<file path="config.mk">
export PLATFORM = sky130hd
export DESIGN_NAME = marker_delimited_frame_receiver_top
export DESIGN_NICKNAME = d
export VERILOG_FILES = /design/src/rtl/mdfr_pkg.sv /design/src/rtl/mdfr_ram.sv /design/src/rtl/marker_delimited_frame_receiver_top.sv
export VERILOG_INCLUDE_DIRS = /design/src /design/src/rtl
export SDC_FILE = /design/constraint.sdc
export NUM_CORES = 2
export LEC_CHECK = 0
export ABC_AREA = 1
export BUFFER_PORTS_ARGS = -buffer_cell sky130_fd_sc_hd__buf_2
export CORE_ASPECT_RATIO = 0.75
export CORE_UTILIZATION = 63
export CTS_BUF_LIST = sky130_fd_sc_hd__clkbuf_16
export DETAILED_ROUTE_END_ITERATION = 10
export MAX_ROUTING_LAYER = met4
export PLACE_DENSITY = 0.8
export SYNTH_ARGS = -nofsm -noshare
export SYNTH_HDL_FRONTEND = slang
export SYNTH_HIERARCHICAL = 1
export SYNTH_SLANG_ARGS = --single-unit
</file>
<file path="constraint.sdc">
create_clock -name clock -period 3.3 [get_ports clock]
set_input_delay 0.33 -clock clock [delete_from_list [all_inputs] [get_ports clock]]
set_output_delay 0.33 -clock clock [all_outputs]
set_load 0.05 [all_outputs]
</file>
<file path="src/rtl/marker_delimited_frame_receiver_top_assert.svh">
// Assertion macros for the marker-delimited frame receiver.
// Used by marker_delimited_frame_receiver_top.sv; needs ports named clock and reset.
`ifndef MARKER_DELIMITED_FRAME_RECEIVER_TOP_ASSERT_SVH
`define MARKER_DELIMITED_FRAME_RECEIVER_TOP_ASSERT_SVH

// A condition that holds at every clock edge outside reset.
`define MDFR_ASSERT_ALWAYS(label, expr, msg) \
   label: assert property (@(posedge clock) disable iff (reset) (expr)) \
      else $error(msg);

// A condition in one cycle that forces another in the next cycle.
`define MDFR_ASSERT_NEXT(label, ante, cons, msg) \
   label: assert property (@(posedge clock) disable iff (reset) (ante) |=> (cons)) \
      else $error(msg);

// A condition that forces another in the same cycle.
`define MDFR_ASSERT_SAME(label, ante, cons, msg) \
   label: assert property (@(posedge clock) disable iff (reset) (ante) |-> (cons)) \
      else $error(msg);

`endif

</file>
<file path="src/rtl/mdfr_pkg.sv">
// Shared codes, characters and the marker matcher of the frame receiver.
// No dependencies; used by marker_delimited_frame_receiver_top.sv.
`timescale 1ns / 1ps
`default_nettype none

package mdfr_pkg;

   // Operation codes carried in the input tuser.
   localparam logic [1:0] OP_RX_BYTE = 2'd0;
   localparam logic [1:0] OP_READ    = 2'd1;
   localparam logic [1:0] OP_REARM   = 2'd2;

   // Event codes carried in the result tuser.
   localparam logic [1:0] EVT_READ_DATA = 2'd0;
   localparam logic [1:0] EVT_END_MARK  = 2'd1;
   localparam logic [1:0] EVT_END_FULL  = 2'd2;
   localparam logic [1:0] EVT_NACK      = 2'd3;

   // Characters of the markers.
   localparam logic [7:0] CHAR_A  = 8'h41;
   localparam logic [7:0] CHAR_C  = 8'h43;
   localparam logic [7:0] CHAR_K  = 8'h4B;
   localparam logic [7:0] CHAR_N  = 8'h4E;
   localparam logic [7:0] CHAR_AT = 8'h40;
   localparam logic [7:0] CHAR_F  = 8'h46;
   localparam logic [7:0] CHAR_I  = 8'h49;

   // Markers packed with their first character in the lowest byte.
   localparam logic [31:0] ACK_SEQ = {8'h00, CHAR_K, CHAR_C, CHAR_A};
   localparam logic [31:0] NCK_SEQ = {8'h00, CHAR_K, CHAR_C, CHAR_N};
   localparam logic [31:0] END_SEQ = {CHAR_N, CHAR_I, CHAR_F, CHAR_AT};
   localparam logic [2:0]  START_LEN = 3'd3;
   localparam logic [2:0]  END_LEN   = 3'd4;

   // Length of the start marker kept at the head of every frame.
   localparam int unsigned HEAD_LEN = 3;

   // Advance a sequence match by one byte; a mismatch restarts on the first character.
   function automatic logic [2:0] advance(input logic [2:0] prog, input logic [2:0] len,
                                          input logic [7:0] b, input logic [31:0] seq);
      logic [2:0] result;
      if ((prog < len) && (b == seq[{prog[1:0], 3'b000} +: 8])) begin
         result = prog + 3'd1;
      end else if (b == seq[7:0]) begin
         result = 3'd1;
      end else begin
         result = 3'd0;
      end
      return result;
   endfunction

endpackage

`default_nettype wire

</file>
<file path="src/rtl/mdfr_ram.sv">
// Generic memory with one write port and one registered read port.
// No dependencies; holds the frame bytes of the receiver.
`timescale 1ns / 1ps
`default_nettype none

module mdfr_ram #(
   parameter int WIDTH = 8,
   parameter int DEPTH = 256
) (
   input  wire logic                     clock,
   input  wire logic                     we,
   input  wire logic [$clog2(DEPTH)-1:0] waddr,
   input  wire logic [WIDTH-1:0]         wdata,
   input  wire logic                     re,
   input  wire logic [$clog2(DEPTH)-1:0] raddr,
   output logic      [WIDTH-1:0]         rdata
);

   logic [WIDTH-1:0] mem [DEPTH];

   // Write, and read with the data registered; read data holds between reads.
   always_ff @(posedge clock) begin
      if (we) begin
         mem[waddr] <= wdata;
      end
      if (re) begin
         rdata <= mem[raddr];
      end
   end

endmodule

`default_nettype wire

</file>
<file path="src/rtl/marker_delimited_frame_receiver_top.sv">
// Marker-delimited frame receiver: takes one item per cycle (a received byte, a read of
// the frame store or a rearm), sustaining one item every clock cycle with no stalls of its
// own. A result passes the first result stage, beside the registered read of the frame store
// memory, and then the output register. The input stays ready while a result waits, until
// both result stages are full. The store needs no clearing after reset; the three
// start-marker bytes at its head are held in registers.
// Depends on mdfr_pkg.sv, mdfr_ram.sv and marker_delimited_frame_receiver_top_assert.svh.
`timescale 1ns / 1ps
`default_nettype none

`include "marker_delimited_frame_receiver_top_assert.svh"

module marker_delimited_frame_receiver_top #(
   parameter int STORE_DEPTH = 256
) (
   input  wire logic        clock,
   input  wire logic        reset,
   input  wire logic        req_tvalid,
   output logic             req_tready,
   input  wire logic [15:0] req_tdata,   // [7:0] rx_byte, [15:8] read_index
   input  wire logic [1:0]  req_tuser,   // [1:0] op
   output logic             rsp_tvalid,
   input  wire logic        rsp_tready,
   output logic      [23:0] rsp_tdata,   // [7:0] data_byte, [16:8] frame_length, rest zero
   output logic      [1:0]  rsp_tuser    // [1:0] event_kind
);

   localparam int CW = $clog2(STORE_DEPTH + 1);
   localparam int AW = $clog2(STORE_DEPTH);

   typedef enum logic [1:0] {
      MODE_HUNT = 2'd0,
      MODE_FILL = 2'd1,
      MODE_HALT = 2'd2
   } mode_type;

   mode_type      mode_ff, mode_in;
   logic [1:0]    ack_prog_ff, ack_prog_in;
   logic [1:0]    nck_prog_ff, nck_prog_in;
   logic [2:0]    end_prog_ff, end_prog_in;
   logic [CW-1:0] count_ff, count_in;
   logic          head_nck_ff, head_nck_in;

   // First result stage, beside the memory read.
   logic          s1_valid_ff, s1_valid_in;
   logic [1:0]    s1_kind_ff, s1_kind_in;
   logic [8:0]    s1_len_ff, s1_len_in;
   logic [7:0]    s1_data_ff, s1_data_in;
   logic          s1_use_ram_ff, s1_use_ram_in;

   // Output register.
   logic          s2_valid_ff;
   logic [1:0]    s2_kind_ff;
   logic [8:0]    s2_len_ff;
   logic [7:0]    s2_data_ff;

   logic          accept;
   logic          s1_move;
   logic [1:0]    op;
   logic [7:0]    rx_byte;
   logic [7:0]    read_index;
   logic          ram_we;
   logic          ram_re;
   logic [7:0]    ram_rdata;
   logic [2:0]    ack_adv, nck_adv, end_adv;
   logic          store_full;
   logic          idx_in_range;

   assign op         = req_tuser;
   assign rx_byte    = req_tdata[7:0];
   assign read_index = req_tdata[15:8];

   // Two-stage result pipeline; the input waits only when both stages are held.
   assign s1_move    = !s2_valid_ff || rsp_tready;
   assign req_tready = !s1_valid_ff || s1_move;
   assign accept     = req_tvalid && req_tready;

   assign ack_adv      = mdfr_pkg::advance({1'b0, ack_prog_ff}, mdfr_pkg::START_LEN,
                                           rx_byte, mdfr_pkg::ACK_SEQ);
   assign nck_adv      = mdfr_pkg::advance({1'b0, nck_prog_ff}, mdfr_pkg::START_LEN,
                                           rx_byte, mdfr_pkg::NCK_SEQ);
   assign end_adv      = mdfr_pkg::advance(end_prog_ff, mdfr_pkg::END_LEN,
                                           rx_byte, mdfr_pkg::END_SEQ);
   assign store_full   = count_ff >= CW'(STORE_DEPTH);
   assign idx_in_range = 32'(read_index) < 32'(STORE_DEPTH);

   // Next state and result for the item at the port.
   always_comb begin
      mode_in       = mode_ff;
      ack_prog_in   = ack_prog_ff;
      nck_prog_in   = nck_prog_ff;
      end_prog_in   = end_prog_ff;
      count_in      = count_ff;
      head_nck_in   = head_nck_ff;
      s1_valid_in   = 1'b0;
      s1_kind_in    = mdfr_pkg::EVT_READ_DATA;
      s1_data_in    = 8'd0;
      s1_use_ram_in = 1'b0;
      ram_we        = 1'b0;
      ram_re        = 1'b0;

      if (accept) begin
         case (op)
            mdfr_pkg::OP_READ: begin
               s1_valid_in = 1'b1;
               if (!idx_in_range) begin
                  s1_data_in = 8'd0;
               end else if (read_index == 8'd0) begin
                  s1_data_in = head_nck_ff ? mdfr_pkg::CHAR_N : mdfr_pkg::CHAR_A;
               end else if (read_index == 8'd1) begin
                  s1_data_in = mdfr_pkg::CHAR_C;
               end else if (read_index == 8'd2) begin
                  s1_data_in = mdfr_pkg::CHAR_K;
               end else begin
                  s1_use_ram_in = 1'b1;
                  ram_re        = 1'b1;
               end
            end
            mdfr_pkg::OP_REARM: begin
               mode_in     = MODE_HUNT;
               ack_prog_in = 2'd0;
               nck_prog_in = 2'd0;
               end_prog_in = 3'd0;
            end
            mdfr_pkg::OP_RX_BYTE: begin
               case (mode_ff)
                  MODE_HUNT: begin
                     count_in    = '0;
                     ack_prog_in = ack_adv[1:0];
                     nck_prog_in = nck_adv[1:0];
                     if (ack_adv == mdfr_pkg::START_LEN) begin
                        head_nck_in = 1'b0;
                        count_in    = CW'(mdfr_pkg::HEAD_LEN);
                        ack_prog_in = 2'd0;
                        nck_prog_in = 2'd0;
                        end_prog_in = 3'd0;
                        mode_in     = MODE_FILL;
                     end else if (nck_adv == mdfr_pkg::START_LEN) begin
                        head_nck_in = 1'b1;
                        count_in    = CW'(mdfr_pkg::HEAD_LEN);
                        ack_prog_in = 2'd0;
                        nck_prog_in = 2'd0;
                        mode_in     = MODE_HALT;
                        s1_valid_in = 1'b1;
                        s1_kind_in  = mdfr_pkg::EVT_NACK;
                     end
                  end
                  MODE_FILL: begin
                     end_prog_in = end_adv;
                     if (end_adv == mdfr_pkg::END_LEN || store_full) begin
                        s1_kind_in = mdfr_pkg::EVT_END_FULL;
                        if (end_adv == mdfr_pkg::END_LEN) begin
                           s1_kind_in = mdfr_pkg::EVT_END_MARK;
                           count_in   = (count_ff >= CW'(mdfr_pkg::HEAD_LEN)) ?
                                        count_ff - CW'(mdfr_pkg::HEAD_LEN) : '0;
                        end
                        end_prog_in = 3'd0;
                        mode_in     = MODE_HALT;
                        s1_valid_in = 1'b1;
                     end else begin
                        ram_we   = 1'b1;
                        count_in = count_ff + CW'(1);
                     end
                  end
                  default: begin
                  end
               endcase
            end
            default: begin
            end
         endcase
      end
   end

   assign s1_len_in = 9'(count_in);

   // Frame bytes past the start marker.
   mdfr_ram #(
      .WIDTH (8),
      .DEPTH (STORE_DEPTH)
   ) u_store (
      .clock (clock),
      .we    (ram_we),
      .waddr (AW'(count_ff)),
      .wdata (rx_byte),
      .re    (ram_re),
      .raddr (AW'(read_index)),
      .rdata (ram_rdata)
   );

   // State and both result stages.
   always_ff @(posedge clock) begin
      if (reset) begin
         mode_ff     <= MODE_HUNT;
         ack_prog_ff <= 2'd0;
         nck_prog_ff <= 2'd0;
         end_prog_ff <= 3'd0;
         count_ff    <= '0;
         head_nck_ff <= 1'b0;
         s1_valid_ff <= 1'b0;
         s2_valid_ff <= 1'b0;
      end else begin
         mode_ff     <= mode_in;
         ack_prog_ff <= ack_prog_in;
         nck_prog_ff <= nck_prog_in;
         end_prog_ff <= end_prog_in;
         count_ff    <= count_in;
         head_nck_ff <= head_nck_in;
         if (s1_move) begin
            s2_valid_ff <= s1_valid_ff;
         end
         if (req_tready) begin
            s1_valid_ff <= s1_valid_in;
         end
      end
      if (s1_move) begin
         s2_kind_ff <= s1_kind_ff;
         s2_len_ff  <= s1_len_ff;
         s2_data_ff <= s1_use_ram_ff ? ram_rdata : s1_data_ff;
      end
      if (req_tready) begin
         s1_kind_ff    <= s1_kind_in;
         s1_len_ff     <= s1_len_in;
         s1_data_ff    <= s1_data_in;
         s1_use_ram_ff <= s1_use_ram_in;
      end
   end

   assign rsp_tvalid = s2_valid_ff;
   assign rsp_tuser  = s2_kind_ff;
   assign rsp_tdata  = {7'd0, s2_len_ff, s2_data_ff};

   // Checks on the frame counter, the modes and the result pipeline.
   `MDFR_ASSERT_ALWAYS(a_count_bound, count_ff <= CW'(STORE_DEPTH), "byte count past store depth")
   `MDFR_ASSERT_ALWAYS(a_fill_has_head, (mode_ff != MODE_FILL) || (count_ff >= CW'(3)), "filling without head")
   `MDFR_ASSERT_ALWAYS(a_hunt_no_end, (mode_ff != MODE_HUNT) || (end_prog_ff == 3'd0), "end match while hunting")
   `MDFR_ASSERT_SAME(a_write_in_fill, ram_we, (mode_ff == MODE_FILL) && !store_full, "store write outside fill")
   `MDFR_ASSERT_NEXT(a_s1_held, s1_valid_ff && s2_valid_ff && !rsp_tready, s1_valid_ff, "held result dropped")

endmodule

`default_nettype wire

</file>
==> metrics.md <==
| Metric | Value |
|---|---|
| Vias in the first global route | `55.9k` |
| Pwr Density | `569 mW/mm2` |
| Peak VDD IR | `0.562 mV` |
| Clock share of power | `0.392` |
| Top FF cell, synth | `edfxtp_1` |
| Headroom to the max-slew limit | `0.231` |
| Layout cells sized above 1 | `0.0655` |
| Root Driver | `clkbuf_16` |
| Core Region | `roughly 0.14 mm2` |
| Setup Viol. Count Final | `0` |
| Die area | `0.139 mm2` |
| Synth top area cells | `edfxtp_1 72%, nand3_1 12%, nand2_1 9.6%` |
| Register-to-register setup slack | `260 ps` |
| Number of buffers added on ports | `42` |
| Register area | `0.0632 mm2` |
| Register area share after synthesis | `0.728` |
| Post-Layout Inst Area | `0.0951 mm2` |
| Worst-path clk slew | `about 60 ps` |
| Pre-Repair DR Iteration Count | `8` |
| CTS tree | `built` |
| Antenna viol nets, final | `0` |
| Arrival time worst endpoint | `3490 ps` |
| Yosys reg bits | `2113` |
| DRT iter0 DRCs | `11.3k` |
| Hold path cells | `3` |
| Post-cts resize count | `0` |
| Area grow syn2layout | `9.45%` |
| GRT Residual Overflow | `0` |
| Post-DP HPWL | `137000 um` |
| First-pass GRT wire length | `approximately 340000 um` |
| Post-CTS Hold Fix Bufs | `10` |
| Critical path class | `reg -> reg` |
| Most common cell in the netlist | `nand2_1` |
| DRC Markers | `0` |
| Gate Count Post-Synth | `7460` |
| Worst-path fanout max | `20` |
| Sw power | `12.2 mW` |
| Clock Skew | `27.5 ps` |
| Routed WL | `~230000 um` |
| Ys async rst share | `0` |
| RePlAce Congestion | `around 0.97` |
| Crit end category | `flop` |
| Clk_lat worst skew | `just over 800 ps` |
| Length in cells of the worst reg-to-reg path | `15` |
| Min Clock Period, post-route | `roughly 3000 ps` |
| Fin nets | `about 7.4k` |
| Num ports | `50` |
| GRT Util Overall | `0.345` |
| Sw frac | `0.226` |
| Filler cells | `about 9.0k` |
| Syn. warnings | `6` |
| Yosys top cell area share | `0.723` |
| Sequential share of power | `0.545` |
| Vias per inst | `6.41` |
| Die Wd | `431 um` |
| Post-synth top area cell | `edfxtp_1` |
| RSZ-0062 raised after global routing | `no` |
| Clk sink count | `between 2k and 2.5k` |
| Post-synth top cells | `2234 x nand2_1, 2092 x edfxtp_1, 2055 x nand3_1, 344 x nor2_1, 270 x buf_2` |
| Cell-internal power | `41.9 mW` |
| Worst Path Required | `3750 ps` |
| Actual slew at the worst max-slew pin | `around 1200 ps` |
| Rows | `around 120` |
| Logic pwr share | `0.063` |
| Fin. max-slew vios | `0` |
| Area of the multi-input gates | `0.0207 mm2` |
| Max Root-Sink Buffers | `3` |
| Vias | `approximately 60k` |
| Post-synth cell types | `35` |
| Avg Inst Size Synth | `11.6 um2` |
| Post-synth EDFFs | `2092` |
| Hold Path Class | `in -> reg` |
| Initial Utilization | `0.638` |
| Final hold vios | `0` |
| Largest net degree at the start of global routing | `179` |
| Status | `completed` |
| CTS buffer count | `183` |
| Mapped Area | `0.0869 mm2` |
| CP Launch Type | `flop` |
| Post-DP Area | `about 0.089 mm2` |
| Post-CTS Setup Bufs | `0` |
| Crit share post-route | `0.923` |
| Max_cap viols | `0` |
| Per-cell routed wire length | `between 20 and 25 um` |
| Die H | `324 um` |
| Initial antenna violation count | `8` |
| P_leak | `33.6 nW` |
| CTS H-tree lvls | `4` |
| FMAX | `328 MHz` |
| TNS Setup | `0 ps` |
cells by family after synthesis:
kind of cell | synth area share
adders and majority gates | 0.00115
DFF | 0.728
muxes | 0.000648
other | 0.0000432
buffers and inverters | 0.0342
AOI/OAI and AO/OA | 0.00249
xor gates and xnor gates | 0.000806
and+or+nand+nor | 0.233
path summary, 6_finish.rpt:
kind | to | start
worst min register to register | s2_len_ff[5] | s1_len_ff[5]
worst min-delay path | s1_data_ff[3] | req_tdata[9]
worst max-delay path | u_store/mem[99][4] | end_prog_ff[0]
worst max register to register | u_store/mem[99][4] | end_prog_ff[0]
worst max-delay path, cell delays in order, from the launching register on:
cell	delay [ps]
dfxtp_1	330
inv_1	80
ha_1	240
inv_1	60
nand2_1	60
nand2_1	90
nor2_2	60
nand2_2	80
nor2_4	40
nand4_4	60
nand3_1	100
nor2_1	120
buf_4	290
nand2_1	150
buf_12	210
nor2_1	660
routing by layer:
metal	routed length, um	vias to the layer above	track usage	share of wire
met5	0	-	-	0
met4	7940	0	0.117	0.034
met3	37500	553	0.0948	0.16
met2	101000	4797	0.486	0.43
met1	88100	28595	0.489	0.38
li1	-	26176	-	-
placed cells by master (no fill, tap or decap), types with 8 or more instances in the layout:
master and instances:
nand3_1 2054, nor3_1 10, nand2_1 2234, buf_8 11, buf_2 30, clkinv_1 53, nand4_1 15, buf_4 109
edfxtp_1 2092, bufinv_16 17, dlygate4sd3_1 10, buf_12 64, clkbuf_16 185, dfxtp_1 21, ha_1 8, nor2_1 344
clkinv_2 28, inv_1 137, a21oi_1 30
through the flow:
stage / hold WS [ps] / total power, mW / setup slack (ps) / util / std cells
after floorplan: 400 / 31.9 / 318 / - / 7466
after global placement: 404 / 33.3 / 261 / 0.654 / 9027
after detailed placement: 405 / 33.3 / 263 / 0.654 / 9027
after CTS: 19.0 / 54.1 / 320 / 0.698 / 9375
after global routing: 107 / 55.3 / 79.5 / 0.698 / 9377
final: 60.5 / 54.1 / 255 / 0.698 / 9381
cell type report:
class	instances	share of cell area
Inverter	112	0.00478
Clock buffer	185	0.0487
Clock inverter	153	0.0129
Sequential cell	2113	0.665
Timing Repair Buffer	224	0.0264
Multi-Input combinational cell	4744	0.218
Tap cell	1844	0.0243
Antenna cell	6	0.000158
power by group through the flow:
| stage | Clock, mW | Sequential, mW | Combinational [mW] |
|---|---|---|---|
| 2_1_floorplan | 0 | 30.1 | 1.80 |
| 3_3_place_gp | 0 | 30.1 | 3.17 |
| 3_5_place_dp | 0 | 30.1 | 3.23 |
| 4_1_cts | 21.3 | 29.5 | 3.27 |
| 5_1_grt | 22.3 | 29.5 | 3.56 |
| 6_report | 21.2 | 29.5 | 3.39 |
sequential cells by signal, indices dropped and copies added (netlist names):
name	cells
mode_ff	2
u_store/mem	2048
count_ff	9
s1_valid_ff	1
rsp_tvalid	1
s1_use_ram_ff	1
s2_len_ff	9
s1_data_ff	5
u_store/rdata	8
nck_prog_ff	2
end_prog_ff	3
s2_data_ff	8
rsp_tuser	2
s1_kind_ff	2
s1_len_ff	9
ack_prog_ff	2
head_nck_ff	1
(Power assumes the default switching activity.)
